===== src/hw/rtl/bdrd_pkg.sv =====
// Shared types, constants and calendar tables for the business day return date core.
`default_nettype none

package bdrd_pkg;

  localparam int COUNT_BITS_DEF = 12;

  localparam logic [13:0] MAX_YEAR = 14'd9999;
  localparam logic [2:0]  WD_FRIDAY = 3'd5;
  localparam logic [2:0]  WD_SATURDAY = 3'd6;

  localparam int          MUL_A_BITS = 15;
  localparam int          MUL_K_BITS = 17;
  localparam int          PROD_BITS = MUL_A_BITS + MUL_K_BITS;
  localparam int          RECIP_SHIFT = 19;
  localparam logic [16:0] K_DIV100 = 17'd5243;
  localparam logic [16:0] K_DIV7 = 17'd74899;

  typedef enum logic [1:0] {
    STATUS_OK       = 2'd0,
    STATUS_BAD_DATE = 2'd1,
    STATUS_OVERFLOW = 2'd2
  } status_t;

  typedef struct packed {
    logic [4:0]  start_day;
    logic [3:0]  start_month;
    logic [13:0] start_year;
    logic [11:0] business_days;
  } in_item_t;

  typedef struct packed {
    logic [4:0]  return_dom;
    logic [3:0]  return_month;
    logic [13:0] return_year;
    logic [2:0]  return_weekday;
    logic [1:0]  status;
  } out_item_t;

  typedef enum logic [2:0] {
    S_IDLE,
    S_DIVY,
    S_SPLIT,
    S_CHECK,
    S_DIV7,
    S_WDAY,
    S_WALK,
    S_DONE
  } state_t;

  function automatic logic [4:0] month_length(input logic [3:0] m, input logic leap);
    logic [4:0] len;
    case (m)
      4'd1, 4'd3, 4'd5, 4'd7, 4'd8, 4'd10, 4'd12: len = 5'd31;
      4'd4, 4'd6, 4'd9, 4'd11: len = 5'd30;
      4'd2: len = leap ? 5'd29 : 5'd28;
      default: len = 5'd0;
    endcase
    return len;
  endfunction

  // Month term of the weekday formula, with January and February taken as
  // months 11 and 12 of the previous year.
  function automatic logic [4:0] month_offset(input logic [3:0] m);
    logic [4:0] ofs;
    case (m)
      4'd1:  ofs = 5'd28;
      4'd2:  ofs = 5'd31;
      4'd3:  ofs = 5'd2;
      4'd4:  ofs = 5'd5;
      4'd5:  ofs = 5'd7;
      4'd6:  ofs = 5'd10;
      4'd7:  ofs = 5'd12;
      4'd8:  ofs = 5'd15;
      4'd9:  ofs = 5'd18;
      4'd10: ofs = 5'd20;
      4'd11: ofs = 5'd23;
      4'd12: ofs = 5'd25;
      default: ofs = 5'd0;
    endcase
    return ofs;
  endfunction

endpackage

`default_nettype wire


===== src/hw/rtl/business_day_return_date_core.sv =====
// Top level: walks a calendar date forward by a count of business days.
//
//   channel | signals                       | payload     | direction
//   --------+-------------------------------+-------------+----------
//   in      | in_valid, in_stall, in_item   | in_item_t   | into core
//   out     | out_valid, out_stall, out_item| out_item_t  | out of core
//
// After a transfer an item passes through setup (split of the year by 100,
// date check, weekday by division by 7; an invalid date skips to S_DONE),
// then walks forward one calendar day at a time, and S_DONE loads the output
// register. The walk sets the run time; a shared constant multiplier does
// the divisions by 100 and 7.
// Reset is synchronous and clears the sequencer and the output valid.
// The output register lets a new transfer in while a result waits under stall.
`default_nettype none

module business_day_return_date_core
  import bdrd_pkg::*;
#(
  parameter int COUNT_BITS = COUNT_BITS_DEF
) (
  input  logic      clk,
  input  logic      rst,
  input  logic      in_valid,
  output logic      in_stall,
  input  in_item_t  in_item,
  output logic      out_valid,
  input  logic      out_stall,
  output out_item_t out_item
);

  state_t                  state;
  state_t                  state_next;
  logic [4:0]              day;
  logic [3:0]              month;
  logic [13:0]             year;
  logic [COUNT_BITS-1:0]   cnt;
  logic [2:0]              wd;
  logic [6:0]              r100;
  logic [1:0]              q4;
  logic [6:0]              qy;
  logic [MUL_A_BITS-1:0]   sum;
  status_t                 status;
  logic [PROD_BITS-1:0]    prod;

  logic [MUL_A_BITS-1:0]   mul_a;
  logic [MUL_K_BITS-1:0]   mul_k;
  logic [12:0]             quot;
  logic                    leap;
  logic [4:0]              mdays;
  logic                    date_ok;
  logic                    early;
  logic [13:0]             yy;
  logic [6:0]              qyy;
  logic [MUL_A_BITS-1:0]   wsum;
  logic                    weekend;
  logic                    load_out;

  assign quot    = prod[RECIP_SHIFT +: 13];
  assign leap    = ((r100[1:0] == 2'd0) && (r100 != 7'd0)) || ((r100 == 7'd0) && (q4 == 2'd0));
  assign mdays   = month_length(month, leap);
  assign date_ok = (year != 14'd0) && (year <= MAX_YEAR) && (month >= 4'd1) &&
                   (month <= 4'd12) && (day != 5'd0) && (day <= mdays);
  assign early   = (month <= 4'd2);
  assign yy      = year - {13'd0, early};
  assign qyy     = (early && (r100 == 7'd0)) ? qy - 7'd1 : qy;
  assign wsum    = MUL_A_BITS'(day) + MUL_A_BITS'(yy) + MUL_A_BITS'(yy >> 2) -
                   MUL_A_BITS'(qyy) + MUL_A_BITS'(qyy >> 2) +
                   MUL_A_BITS'(month_offset(month));
  assign weekend = (wd == WD_FRIDAY) || (wd == WD_SATURDAY);
  assign load_out = (state == S_DONE) && (!out_valid || !out_stall);

  always_comb begin
    state_next = state;
    in_stall   = 1'b1;
    mul_a      = MUL_A_BITS'(year);
    mul_k      = K_DIV100;
    case (state)
      S_IDLE: begin
        in_stall = 1'b0;
        if (in_valid) begin
          state_next = S_DIVY;
        end
      end
      S_DIVY: begin
        state_next = S_SPLIT;
      end
      S_SPLIT: begin
        state_next = S_CHECK;
      end
      S_CHECK: begin
        state_next = date_ok ? S_DIV7 : S_DONE;
      end
      S_DIV7: begin
        mul_a      = sum;
        mul_k      = K_DIV7;
        state_next = S_WDAY;
      end
      S_WDAY: begin
        state_next = (cnt == '0) ? S_DONE : S_WALK;
      end
      S_WALK: begin
        if (!weekend && (cnt == '0)) begin
          state_next = S_DONE;
        end else if ((day >= mdays) && (month == 4'd12) && (year >= MAX_YEAR)) begin
          state_next = S_DONE;
        end
      end
      S_DONE: begin
        if (load_out) begin
          state_next = S_IDLE;
        end
      end
      default: begin
        state_next = S_IDLE;
      end
    endcase
  end

  always_ff @(posedge clk) begin
    if (rst) begin
      state <= S_IDLE;
    end else begin
      state <= state_next;
    end
  end

  always_ff @(posedge clk) begin
    prod <= PROD_BITS'(mul_a) * PROD_BITS'(mul_k);
    case (state)
      S_IDLE: begin
        if (in_valid) begin
          day    <= in_item.start_day;
          month  <= in_item.start_month;
          year   <= in_item.start_year;
          cnt    <= COUNT_BITS'(in_item.business_days);
          status <= STATUS_OK;
        end
      end
      S_SPLIT: begin
        qy   <= quot[6:0];
        q4   <= quot[1:0];
        r100 <= 7'(year - 14'(quot[6:0]) * 14'd100);
      end
      S_CHECK: begin
        if (date_ok) begin
          sum <= wsum;
        end else begin
          status <= STATUS_BAD_DATE;
          day    <= 5'd0;
          month  <= 4'd0;
          year   <= 14'd0;
          wd     <= 3'd0;
        end
      end
      S_WDAY: begin
        wd <= 3'(sum - MUL_A_BITS'(quot) * MUL_A_BITS'(7));
      end
      S_WALK: begin
        if (weekend || (cnt != '0)) begin
          if (!weekend) begin
            cnt <= cnt - COUNT_BITS'(1);
          end
          if ((day >= mdays) && (month == 4'd12) && (year >= MAX_YEAR)) begin
            status <= STATUS_OVERFLOW;
            wd     <= WD_FRIDAY;
          end else begin
            wd <= (wd == WD_SATURDAY) ? 3'd0 : wd + 3'd1;
            if (day >= mdays) begin
              day <= 5'd1;
              if (month == 4'd12) begin
                month <= 4'd1;
                year  <= year + 14'd1;
                if (r100 == 7'd99) begin
                  r100 <= 7'd0;
                  q4   <= q4 + 2'd1;
                end else begin
                  r100 <= r100 + 7'd1;
                end
              end else begin
                month <= month + 4'd1;
              end
            end else begin
              day <= day + 5'd1;
            end
          end
        end
      end
      default: begin
      end
    endcase
  end

  always_ff @(posedge clk) begin
    if (rst) begin
      out_valid <= 1'b0;
    end else if (load_out) begin
      out_valid <= 1'b1;
    end else if (!out_stall) begin
      out_valid <= 1'b0;
    end
  end

  always_ff @(posedge clk) begin
    if (load_out) begin
      out_item.return_dom     <= day;
      out_item.return_month   <= month;
      out_item.return_year    <= year;
      out_item.return_weekday <= wd;
      out_item.status         <= status;
    end
  end

endmodule

`default_nettype wire


===== config.mk =====
export PLATFORM = sky130hd
export DESIGN_NAME = business_day_return_date_core
export DESIGN_NICKNAME = d
export VERILOG_FILES = /design/src/hw/rtl/bdrd_pkg.sv /design/src/hw/rtl/business_day_return_date_core.sv
export SDC_FILE = /design/constraint.sdc
export NUM_CORES = 1
export LEC_CHECK = 0
export ABC_AREA = 0
export BUFFER_PORTS_ARGS = -buffer_cell sky130_fd_sc_hd__buf_2
export CAP_MARGIN = 10
export CORE_AREA = 4 4 150 152
export CTS_CLUSTER_DIAMETER = 40
export CTS_CLUSTER_SIZE = 24
export DETAILED_ROUTE_END_ITERATION = 16
export DIE_AREA = 0 0 154 156
export MAX_ROUTING_LAYER = met4
export PLACE_DENSITY = 0.74
export SYNTH_ARGS = -nofsm -noshare
export SYNTH_HDL_FRONTEND = slang
export SYNTH_SLANG_ARGS = --single-unit

===== constraint.sdc =====
create_clock -name clk -period 18.1 [get_ports clk]
set_input_delay 0.905 -clock clk [delete_from_list [all_inputs] [get_ports clk]]
set_output_delay 0.905 -clock clk [all_outputs]
set_load 0.01 [all_outputs]

==> flow_summary.json, run 1 <==
{
  "run_status": "complete, no violations",
  "critical_path_class": "flip-flop to flip-flop",
  "grt_pass1_vias": 8222,
  "hold_buf_cts": 0,
  "crit_slowest_cell": "or3b_2",
  "whs_path_depth": 0,
  "arrival_ns": 7.60,
  "cpPeakStageDelay_ns": 0.70,
  "commonest_register_cell_after_synthesis": "edfxtp_1",
  "crit_path_end_kind": "flip-flop",
  "synth_top_cell_by_area": "edfxtp_1",
  "grt_overflow_total": 0,
  "dp.final_hpwl_mm": 21.68,
  "timing.final.max_slew_violations": 0,
  "worst-r2r-cell-count": 22,
  "crit_path_cell_trace": "or3b_2 -> nand2_1 -> inv_1 -> a21oi_1 -> fa_1 -> fa_1 -> inv_1 -> fa_1 -> fa_1 -> fa_1 -> inv_1 -> fa_1 -> inv_1 -> ha_1 -> a21oi_1 -> nor2_1 -> a211oi_1 -> o2111ai_1 -> a21oi_1 -> o21ai_0 -> a31oi_1 -> xnor2_1",
  "remaining_drc_errors": 0,
  "port_buffers": 68,
  "maxClockFrequency_ghz": 0.1379,
  "post_layout_worst_setup_margin_ns": 10.85,
  "synth-edff-count": 99,
  "antenna_cells_inserted": 0,
  "floorplan.die.height_microns": 156,
  "synth_largest_type_area_fraction": 0.2513,
  "cts_resized": 0,
  "cap_violations": 0,
  "async_reset_ff_frac": 0,
  "worst_hold_slack_ns": 0.4164,
  "critPathMostFrequentCell": "fa_1",
  "initialDrtViolationCount": 499,
  "initial_utilization": 0.5627,
  "syn2layout_area_growth_pct": 10.49,
  "report.final.setup_viol": 0,
  "core-area_sq_um": 21020,
  "setup_repair_after_global_routing_missed_its_margin": "no",
  "num-fill-cells": 1658,
  "first_pass_iters": 6,
  "dieArea_sq_um": 24020,
  "worst_setup_hold_path_clk_slew_ns": 0.06,
  "cts_post_setup_buffers_inserted": 0,
  "worstSetupStartpointType": "flip-flop",
  "timing.critical_path.fanout_max": 17,
  "post_route_cells_drive_above_1_share": 0.09482,
  "period_share": 0.4007,
  "clock_tree.htree_level_count": 4,
  "grt_max_degree": 44,
  "groute.usage.overall": 0.2358,
  "clock-root-buffer": "clkbuf_16",
  "post_route_wl_mm": 26.83,
  "routed_via_density": 5.472,
  "post_synth_main_area_contributors": "edfxtp_1, fa_1, ha_1",
  "num_vias": 8372,
  "syn_area_per_cell_sq_um": 10.08,
  "layout.cells.most_common_list": "inv_1, ha_1, fa_1",
  "final_net_count": 1567,
  "die_width_microns": 154,
  "worst-endpoint-required_ns": 18.45,
  "cts_tree": "yes",
  "post_synth_num_cell_types": 64,
  "cts-root-to-sink-buffers": 2,
  "gpl.final_weighted_congestion": 0.9157,
  "synth-seq-area-share": 0.2784,
  "place_worst_setup_slack_ns": 10.96,
  "routed_wire_length_per_instance_microns": 17.54,
  "timing.hold.worst.class": "flip-flop to flip-flop",
  "num_rows": 53,
  "cts-buffers-inserted": 17,
  "yosys_warnings": 0,
  "fin_crit_ns": 7.253,
  "hold_viol_final": 0,
  "clk_latency_ns": 0.43,
  "pin_slew_with_the_least_headroom_to_its_limit_ns": 1.148,
  "syn-cell-area_sq_um": 11830,
  "yosys_register_bits": 115,
  "sinks_on_the_clock_net": 115,
  "maxSlewHeadroom": 0.2329,
  "most_common_library_cell_in_the_layout_ignoring_fill_and_taps": "inv_1",
  "drt.antenna.violating_nets": 0,
  "antenna_found_initial": 0,
  "grt_first_pass_wirelength_mm": 43.30,
  "netlist_instances": 1173,
  "clock_skew_ns": 0.01214,
  "boundaryPins": 69,
  "setup_total_negative_slack_ns": 0
}
-- sequential cells by signal (all words and copies together) (netlist names), 2 cells and up, named ones only --
| name | flops |
|---|---|
| month | 4 |
| sum | 15 |
| state | 3 |
| status | 2 |
| out_item | 28 |
| day | 5 |
| year | 14 |
| q4 | 2 |
| qy | 7 |
| wd | 3 |
| r100 | 7 |
| prod | 7 |
| cnt | 12 |
-- kinds of logic after synthesis --
logic type      after synthesis  synth area share
fa+ha+maj                   286            0.3755
simple gates                264            0.1057
buf+inv                     249           0.08039
compound gates              160           0.08557
flops                       115            0.2784
xor+xnor                     87           0.06442
mux                          10          0.009414
other cells                   2         0.0006349
-- final cells by class --
type	instances	area [sq um]	share of cell area
clock buffer	17	425.4	0.03255
inverter	215	807.0	0.06175
sequential	115	3293	0.2520
timing repair buffer	74	385.4	0.02949
multi-input combinational	819	7642	0.5847
clock inverter	15	172.7	0.01321
tap	275	344.1	0.02633
-- metal layers --
layer | GRT usage | wire (microns) | up-vias
met5 | - | 0 | -
met1 | 0.3262 | 12020 | 4043
li1 | - | - | 4023
met4 | 0.05845 | 495 | 0
met2 | 0.3642 | 12550 | 275
met3 | 0.04272 | 1769 | 31
-- synthesized netlist by cell type, types with 3 or more instances --
cell type / count
xnor2_1: 57
and2_1: 9
clkbuf_1: 31
o31ai_1: 4
dfxtp_1: 16
nand3_1: 24
a22o_1: 4
nor2_1: 54
a211oi_1: 3
nor2b_1: 11
a21boi_0: 3
a21o_1: 15
nand2b_1: 9
edfxtp_1: 99
nand2_1: 100
and3_1: 6
nor4_1: 6
a31oi_1: 5
xor2_1: 30
o21bai_1: 5
nor3b_1: 5
o21ai_0: 46
o21a_1: 7
nand4_1: 6
or3_1: 6
o211ai_1: 3
o22ai_1: 5
inv_1: 214
mux2i_1: 7
nor3_1: 16
a21oi_1: 38
or2_2: 4
ha_1: 171
fa_1: 115
-- worst max-delay path: cells and delay by family, from the launching register on --
kind            cells  cell delay (ns)
compound gates      7             1.83
xor+xnor            1             0.14
buf+inv             4             0.25
flops               1             0.59
simple gates        3             0.98
fa+ha+maj           7             3.36
-- path summary, 6_finish.rpt --
kind / startpoint / end / slack [ns]
max: state[2] / prod[25] / 10.85
min: prod[24] / qy[5] / 0.42
max reg2reg: state[2] / prod[25] / 10.85
min reg2reg: prod[24] / qy[5] / 0.42
-- metrics by stage --
stage | cell area, sq um | util | std cells
floorplan | 11870 | - | 1183
global placement | 12470 | 0.5933 | 1498
detailed placement | 12470 | 0.5933 | 1498
CTS | 13070 | 0.6217 | 1530
global route | 13070 | 0.6217 | 1530
finish | 13070 | 0.6217 | 1530
Power of run 1 is not shown: default switching activity piles up to over one toggle a cycle in this logic, so the estimate is an artifact.
==> inputs of run 2 (changes only) <==
--- a/config.mk
+++ b/config.mk
@@ -5,14 +5,14 @@
 export SDC_FILE = /design/constraint.sdc
 export NUM_CORES = 1
 export LEC_CHECK = 0
-export ABC_AREA = 0
+export ABC_AREA = 1
 export BUFFER_PORTS_ARGS = -buffer_cell sky130_fd_sc_hd__buf_2
 export CAP_MARGIN = 10
-export CORE_AREA = 4 4 150 152
+export CORE_AREA = 4 4 154 156
 export CTS_CLUSTER_DIAMETER = 40
 export CTS_CLUSTER_SIZE = 24
 export DETAILED_ROUTE_END_ITERATION = 16
-export DIE_AREA = 0 0 154 156
+export DIE_AREA = 0 0 158 160
 export MAX_ROUTING_LAYER = met4
 export PLACE_DENSITY = 0.74
 export SYNTH_ARGS = -nofsm -noshare
==> constraint.sdc (replaced) <==
create_clock -name clk -period 7.4 [get_ports clk]
set_input_delay 0.37 -clock clk [delete_from_list [all_inputs] [get_ports clk]]
set_output_delay 0.37 -clock clk [all_outputs]
set_load 0.01 [all_outputs]
==> run 2 against run 1 <==
Effect of this change:
- worst hold slack lost 0.23 ns
- sequential share of layout area shrank 1.4 points
- fmax grew 16%
- wire length grew 9.0%
- final cell count grew 17%
- critical endpoint unchanged
- highest routed layer unchanged
- clock skew grew 0.0012 ns
- register-to-register slack lost 9.7 ns
- synthesized cell count grew 20%
- design area grew 5.7%
- sequential cell count is the same
==> flow_summary.json, run 2 <==
{
  "run_status": "complete, no violations",
  "dieArea_sq_um": 25280,
  "num-fill-cells": 1836,
  "synth-edff-count": 99,
  "setup_repair_after_global_routing_missed_its_margin": "no",
  "first_pass_iters": 5,
  "cts-buffers-inserted": 17,
  "floorplan.die.height_microns": 160,
  "routed_via_density": 5.355,
  "hold_path_end": "state[1]",
  "report.final.setup_viol": 0,
  "fin_crit_ns": 6.277,
  "cts-root-to-sink-buffers": 2,
  "synth_top_cell_by_area": "edfxtp_1",
  "worst_setup_hold_path_clk_slew_ns": 0.06,
  "critical_path_class": "flip-flop to flip-flop",
  "antenna_cells_inserted": 0,
  "post_route_cells_drive_above_1_share": 0.1091,
  "initial_utilization": 0.5612,
  "synth.most_common_cell": "inv_1",
  "clock_tree.htree_level_count": 4,
  "worst_hold_startpoint": "rst",
  "crit_path_cell_trace": "nor2_1 -> nand2_1 -> nand2_1 -> o21ai_0 -> fa_1 -> fa_1 -> fa_1 -> fa_1 -> fa_1 -> inv_1 -> fa_1 -> inv_1 -> ha_1 -> a21oi_1 -> inv_1 -> a21oi_1 -> nand2_1 -> o21ai_0 -> nand3_1 -> a31oi_1 -> xnor2_1",
  "grt_first_pass_wirelength_mm": 47.53,
  "core-area_sq_um": 22370,
  "crit_slowest_cell": "fa_1",
  "commonest_register_cell_after_synthesis": "edfxtp_1",
  "period_share": 0.8482,
  "synth-seq-area-share": 0.2624,
  "sinks_on_the_clock_net": 115,
  "cts_resized": 0,
  "grt_max_degree": 36,
  "ff2ff_setup_slack_ns": 1.12,
  "post_route_wl_mm": 29.24,
  "initialDrtViolationCount": 807,
  "worst-r2r-cell-count": 21,
  "synthTopCellsByCount": "inv_1, nand2_1, ha_1",
  "clock-root-buffer": "clkbuf_16",
  "cts_post_setup_buffers_inserted": 0,
  "most_common_library_cell_in_the_layout_ignoring_fill_and_taps": "inv_1",
  "syn2layout_area_growth_pct": 10.06,
  "whs_path_depth": 2,
  "hold_viol_final": 0,
  "setup_total_negative_slack_ns": 0,
  "registers.top_by_ff_count": "out_item",
  "die_width_microns": 158,
  "worstSetupStartpointType": "flip-flop",
  "yosys_warnings": 0,
  "maxSlewHeadroom": 0.3123,
  "post_synth_main_area_contributors": "edfxtp_1, fa_1, ha_1",
  "dp.final_hpwl_mm": 24.26,
  "cap_violations": 0,
  "drt.antenna.violating_nets": 0,
  "num_vias": 9574,
  "hold_buf_cts": 0,
  "pin_slew_with_the_least_headroom_to_its_limit_ns": 1.030,
  "clock_skew_ns": 0.01333,
  "cpPeakStageDelay_ns": 0.64,
  "antenna_found_initial": 0,
  "post_synth_num_cell_types": 52,
  "biggestRegsByFlops": "out_item (28), sum (15), year (14)",
  "netlist_instances": 1409,
  "grt_pass1_vias": 9445,
  "flip_flop_count_of_the_largest_register_all_copies_and_words_added": 28,
  "timing.critical_path.fanout_max": 16,
  "worst-endpoint-required_ns": 7.71,
  "port_buffers": 68,
  "cts_tree": "yes",
  "maxClockFrequency_ghz": 0.1593,
  "groute.usage.overall": 0.2459,
  "final_net_count": 1815,
  "grt_overflow_total": 0,
  "layout.cells.most_common_list": "inv_1, nand2_1, ha_1",
  "timing.hold.worst.class": "primary input to flip-flop",
  "syn-cell-area_sq_um": 12550,
  "gpl.final_weighted_congestion": 1.007,
  "regToRegStartpoint": "state[0]",
  "yosys_register_bits": 115,
  "syn_area_per_cell_sq_um": 8.908,
  "arrival_ns": 6.58,
  "clk_latency_ns": 0.43,
  "critPathMostFrequentCell": "fa_1",
  "async_reset_ff_frac": 0,
  "routed_wire_length_per_instance_microns": 16.36,
  "num_rows": 55,
  "crit_path_end_kind": "flip-flop",
  "worstReg2RegEnd": "prod[25]",
  "timing.final.max_slew_violations": 0,
  "remaining_drc_errors": 0,
  "synth_largest_type_area_fraction": 0.2369,
  "boundaryPins": 69
}
==> run 2: layout make-up <==
cell class                      count  area, sq um  share of cell area
Inverter                          317         1195             0.08650
Clock buffer                       20        456.7             0.03306
Clock inverter                     12        130.1            0.009420
Sequential cell                   115         3293              0.2384
Timing Repair Buffer               71        362.8             0.02627
Tap cell                          285        356.6             0.02582
Multi-Input combinational cell    968         8019              0.5805
==> run 2: critical path: cells and delay by family, from the launching register on <==
family          cells  cell delay (ns)
simple gates        5             1.12
fa+ha+maj           7             3.49
buf+inv             3             0.16
xor+xnor            1             0.08
flops               1             0.35
compound gates      5             0.97
==> run 2: per-layer routing <==
metal  global-route usage  routed length (microns)  share of wire
met3              0.03659                     1593          0.054
met1               0.3399                    13150           0.45
met4              0.05157                      480          0.016
met5                    -                        0              0
met2               0.3889                    14020           0.48
==> run 2: how the worst max path moves through the flow <==
stage | from | slack [ns] | to
floorplan | state[0] | 1.64 | prod[21]
global placement | state[0] | 1.34 | prod[21]
detailed placement | state[0] | 1.14 | prod[21]
CTS | state[0] | 1.14 | prod[21]
global route | state[0] | 0.65 | prod[21]
finish | state[0] | 1.12 | prod[25]
==> run 2: metrics by stage <==
stage | hold slack (ns) | utilization | instance area, sq um | setup slack, ns | cells
floorplan | 0.3855 | - | 12590 | 1.637 | 1419
CTS | 0.1655 | 0.6176 | 13810 | 1.139 | 1788
detailed placement | 0.4080 | 0.5914 | 13230 | 1.143 | 1756
global placement | 0.4033 | 0.5914 | 13230 | 1.339 | 1756
global route | 0.1736 | 0.6176 | 13810 | 0.6492 | 1788
finish | 0.1828 | 0.6176 | 13810 | 1.123 | 1788
==> run 2: logic make-up (layout without fill, tap and decap cells) <==
kind of cell / Yosys count / count (layout) / share of synthesized area
XOR/XNOR: 64 / 64 / 0.04466
adder cells (fa/ha/maj): 286 / 286 / 0.3539
other: 2 / 12 / 0.0005984
flip-flops: 115 / 115 / 0.2624
AND/OR/NAND/NOR: 436 / 436 / 0.1547
AO/OA/AOI/OAI: 170 / 170 / 0.08145
buffers and inverters: 336 / 420 / 0.1023
Power of run 2 is left out for the same reason.
==> inputs of run 3 (changes only) <==
--- a/config.mk
+++ b/config.mk
@@ -5,16 +5,16 @@
 export SDC_FILE = /design/constraint.sdc
 export NUM_CORES = 1
 export LEC_CHECK = 0
-export ABC_AREA = 1
+export ABC_AREA = 0
 export BUFFER_PORTS_ARGS = -buffer_cell sky130_fd_sc_hd__buf_2
 export CAP_MARGIN = 10
-export CORE_AREA = 4 4 154 156
+export CORE_AREA = 4 4 150 152
 export CTS_CLUSTER_DIAMETER = 40
 export CTS_CLUSTER_SIZE = 24
 export DETAILED_ROUTE_END_ITERATION = 16
-export DIE_AREA = 0 0 158 160
+export DIE_AREA = 0 0 154 156
 export MAX_ROUTING_LAYER = met4
-export PLACE_DENSITY = 0.74
+export PLACE_DENSITY = 0.77
 export SYNTH_ARGS = -nofsm -noshare
 export SYNTH_HDL_FRONTEND = slang
 export SYNTH_SLANG_ARGS = --single-unit
==> constraint.sdc (replaced) <==
create_clock -name clk -period 5.4 [get_ports clk]
set_input_delay 0.27 -clock clk [delete_from_list [all_inputs] [get_ports clk]]
set_output_delay 0.27 -clock clk [all_outputs]
set_load 0.01 [all_outputs]
==> run 3 against run 2 <==
Effect of this change:
- design area is 3.1% higher
- die area is 5.0% lower
- the run now ends with setup timing left
- count of clock-buffer cells in the layout is 3 lower
- final cell count is 8.2% lower
- global-route usage is 1.6 points higher
==> flow_summary.json, run 3 (synthesis results as in run 1) <==
{
  "antenna_cells_inserted": 0,
  "arrival_ns": 6.04,
  "timing.hold.worst.class": "primary input to flip-flop",
  "dieArea_sq_um": 24020,
  "footprint_of_the_multi_input_gates_sq_um": 7926,
  "grt_use_met2": 0.4299,
  "first_pass_iters": 7,
  "registers.top_by_ff_count": "out_item",
  "worst_hold_startpoint": "rst",
  "run_status": "finished with violations",
  "antenna_found_initial": 0,
  "report.final.setup_viol": 7,
  "cts-root-to-sink-buffers": 2,
  "boundaryPins": 69,
  "groute.usage.overall": 0.2616,
  "hold_viol_final": 0,
  "grt_first_pass_wirelength_mm": 48.09,
  "cts_tree": "yes",
  "num_rows": 53,
  "drt.antenna.violating_nets": 0,
  "path_buf_inv": 4,
  "gpl.final_weighted_congestion": 0.9640,
  "failed_checks": "setup timing",
  "hold_path_end": "out_valid",
  "crit_slowest_cell": "fa_1",
  "post_route_cells_drive_above_1_share": 0.2085,
  "worst_setup_hold_path_clk_slew_ns": 0.06,
  "grt_pass1_vias": 9485,
  "num_vias": 9149,
  "core-area_sq_um": 21020,
  "flip_flop_count_of_the_largest_register_all_copies_and_words_added": 28,
  "num-fill-cells": 1456,
  "whs_path_depth": 2,
  "syn2layout_area_growth_pct": 20.39,
  "post_layout_worst_setup_margin_ns": -0.3280,
  "worst-r2r-cell-count": 22,
  "cap_violations": 0,
  "dp.final_hpwl_mm": 23.72,
  "placed_cells_incl_taps": 1600,
  "hold_buf_cts": 0,
  "ff2ff_setup_slack_ns": -0.33,
  "initial_utilization": 0.5627,
  "worst-endpoint-required_ns": 5.71,
  "maxClockFrequency_ghz": 0.1746,
  "global_route.peak_usage_layer": "met2",
  "fin_crit_ns": 5.728,
  "timing.critical_path.fanout_max": 6,
  "fin_area_sq_um": 14240,
  "grtUsageMet3": 0.04688,
  "crit_path_cell_trace": "or3b_4 -> nand2_4 -> inv_4 -> a21oi_4 -> fa_1 -> fa_1 -> inv_1 -> fa_1 -> fa_1 -> fa_1 -> inv_1 -> fa_1 -> inv_2 -> ha_4 -> a21oi_2 -> nor2_1 -> a211oi_2 -> o2111ai_2 -> a21oi_4 -> o21bai_1 -> a21o_1 -> xor2_1",
  "setup_repair_after_global_routing_missed_its_margin": "yes",
  "post_route_wl_mm": 29.75,
  "clock_skew_ns": 0.007470,
  "most_common_library_cell_in_the_layout_ignoring_fill_and_taps": "inv_1",
  "critPathMostFrequentCell": "fa_1",
  "fin_cells": 1642,
  "place_area_sq_um": 13380,
  "top_delay_family_on_crit_path": "adder cells",
  "worstSetupStartpointType": "flip-flop",
  "cts-buffers-inserted": 17,
  "fin_util": 0.6775,
  "initialDrtViolationCount": 663,
  "clock_tree.htree_level_count": 4,
  "remaining_drc_errors": 0,
  "sequential_cell_area_sq_um": 3299,
  "biggestRegsByFlops": "out_item (28), sum (15), year (14)",
  "clk_latency_ns": 0.42,
  "clock-root-buffer": "clkbuf_16",
  "maxSlewHeadroom": 0.2053,
  "timing.final.max_slew_violations": 0,
  "critical_path_class": "flip-flop to flip-flop",
  "sinks_on_the_clock_net": 115,
  "layout.cells.most_common_list": "inv_1, ha_1, buf_4",
  "floorplan.die.height_microns": 156,
  "worst_hold_slack_ns": 0.09111,
  "worstReg2RegEnd": "prod[23]",
  "pin_slew_with_the_least_headroom_to_its_limit_ns": 1.192,
  "crit_path_end_kind": "flip-flop",
  "period_share": 1.061,
  "final_net_count": 1679,
  "regToRegStartpoint": "state[1]",
  "grt_overflow_total": 0,
  "routed_wire_length_per_instance_microns": 18.12,
  "cpPeakStageDelay_ns": 0.51,
  "routed_via_density": 5.572,
  "die_width_microns": 154,
  "port_buffers": 68,
  "grt_max_degree": 43,
  "grt.met1_usage": 0.3323
}
run 3: cell count changes in the layout (fill, tap and decap cells not counted), moves of 10 or more:
| cell | delta |
|---|---|
| nand2_2 | -11 |
| a21oi_1 | -10 |
| a21o_1 | +12 |
| nand3_1 | -17 |
| inv_1 | -97 |
| nor2b_1 | +10 |
| buf_4 | +114 |
| nor2_1 | -62 |
| xor2_1 | -19 |
| xnor2_1 | +37 |
| nand2_1 | -109 |
| o21ai_0 | -33 |
run 3: per-layer routing:
metal	vias up	wire, microns
met3	71	2214
li1	4234	-
met4	0	869
met5	-	0
met1	4446	12110
met2	398	14560
run 3: per-stage QoR:
| step | worst slack, ns | TNS, ns |
|---|---|---|
| 6_report | -0.3280 | -1.897 |
| 5_1_grt | -0.5985 | -3.677 |
| 4_1_cts | -0.3788 | -1.943 |
| 3_5_place_dp | -0.4234 | -2.143 |
| 3_3_place_gp | -0.2766 | -1.189 |
| 2_1_floorplan | 0.003738 | 0 |
run 3: worst max path at each step:
stage	from	to	slack (ns)	cells after the start
6_report	state[1]	prod[23]	-0.33	22
5_1_grt	state[1]	prod[23]	-0.60	22
4_1_cts	state[0]	prod[23]	-0.38	22
3_5_place_dp	state[1]	prod[25]	-0.42	21
3_3_place_gp	state[1]	prod[23]	-0.28	21
2_1_floorplan	state[1]	prod[23]	0.004	25
run 3: layout make-up:
cell class              count  share of cell area
repair buffers            186             0.08636
multi-input cells         819              0.5566
well taps                 275             0.02416
inverters                 215             0.05684
clock inverters            15             0.01450
clock buffers              17             0.02987
flip-flops and latches    115              0.2317
run 3: what timing repair did:
action | 4_1_cts | 5_1_grt
setup buffers | 5 | 6
pin swaps | 16 | 18
resized for setup | 11 | 18
endpoints found under the setup margin | 8 | 11
Power of run 3 is left out for the same reason.
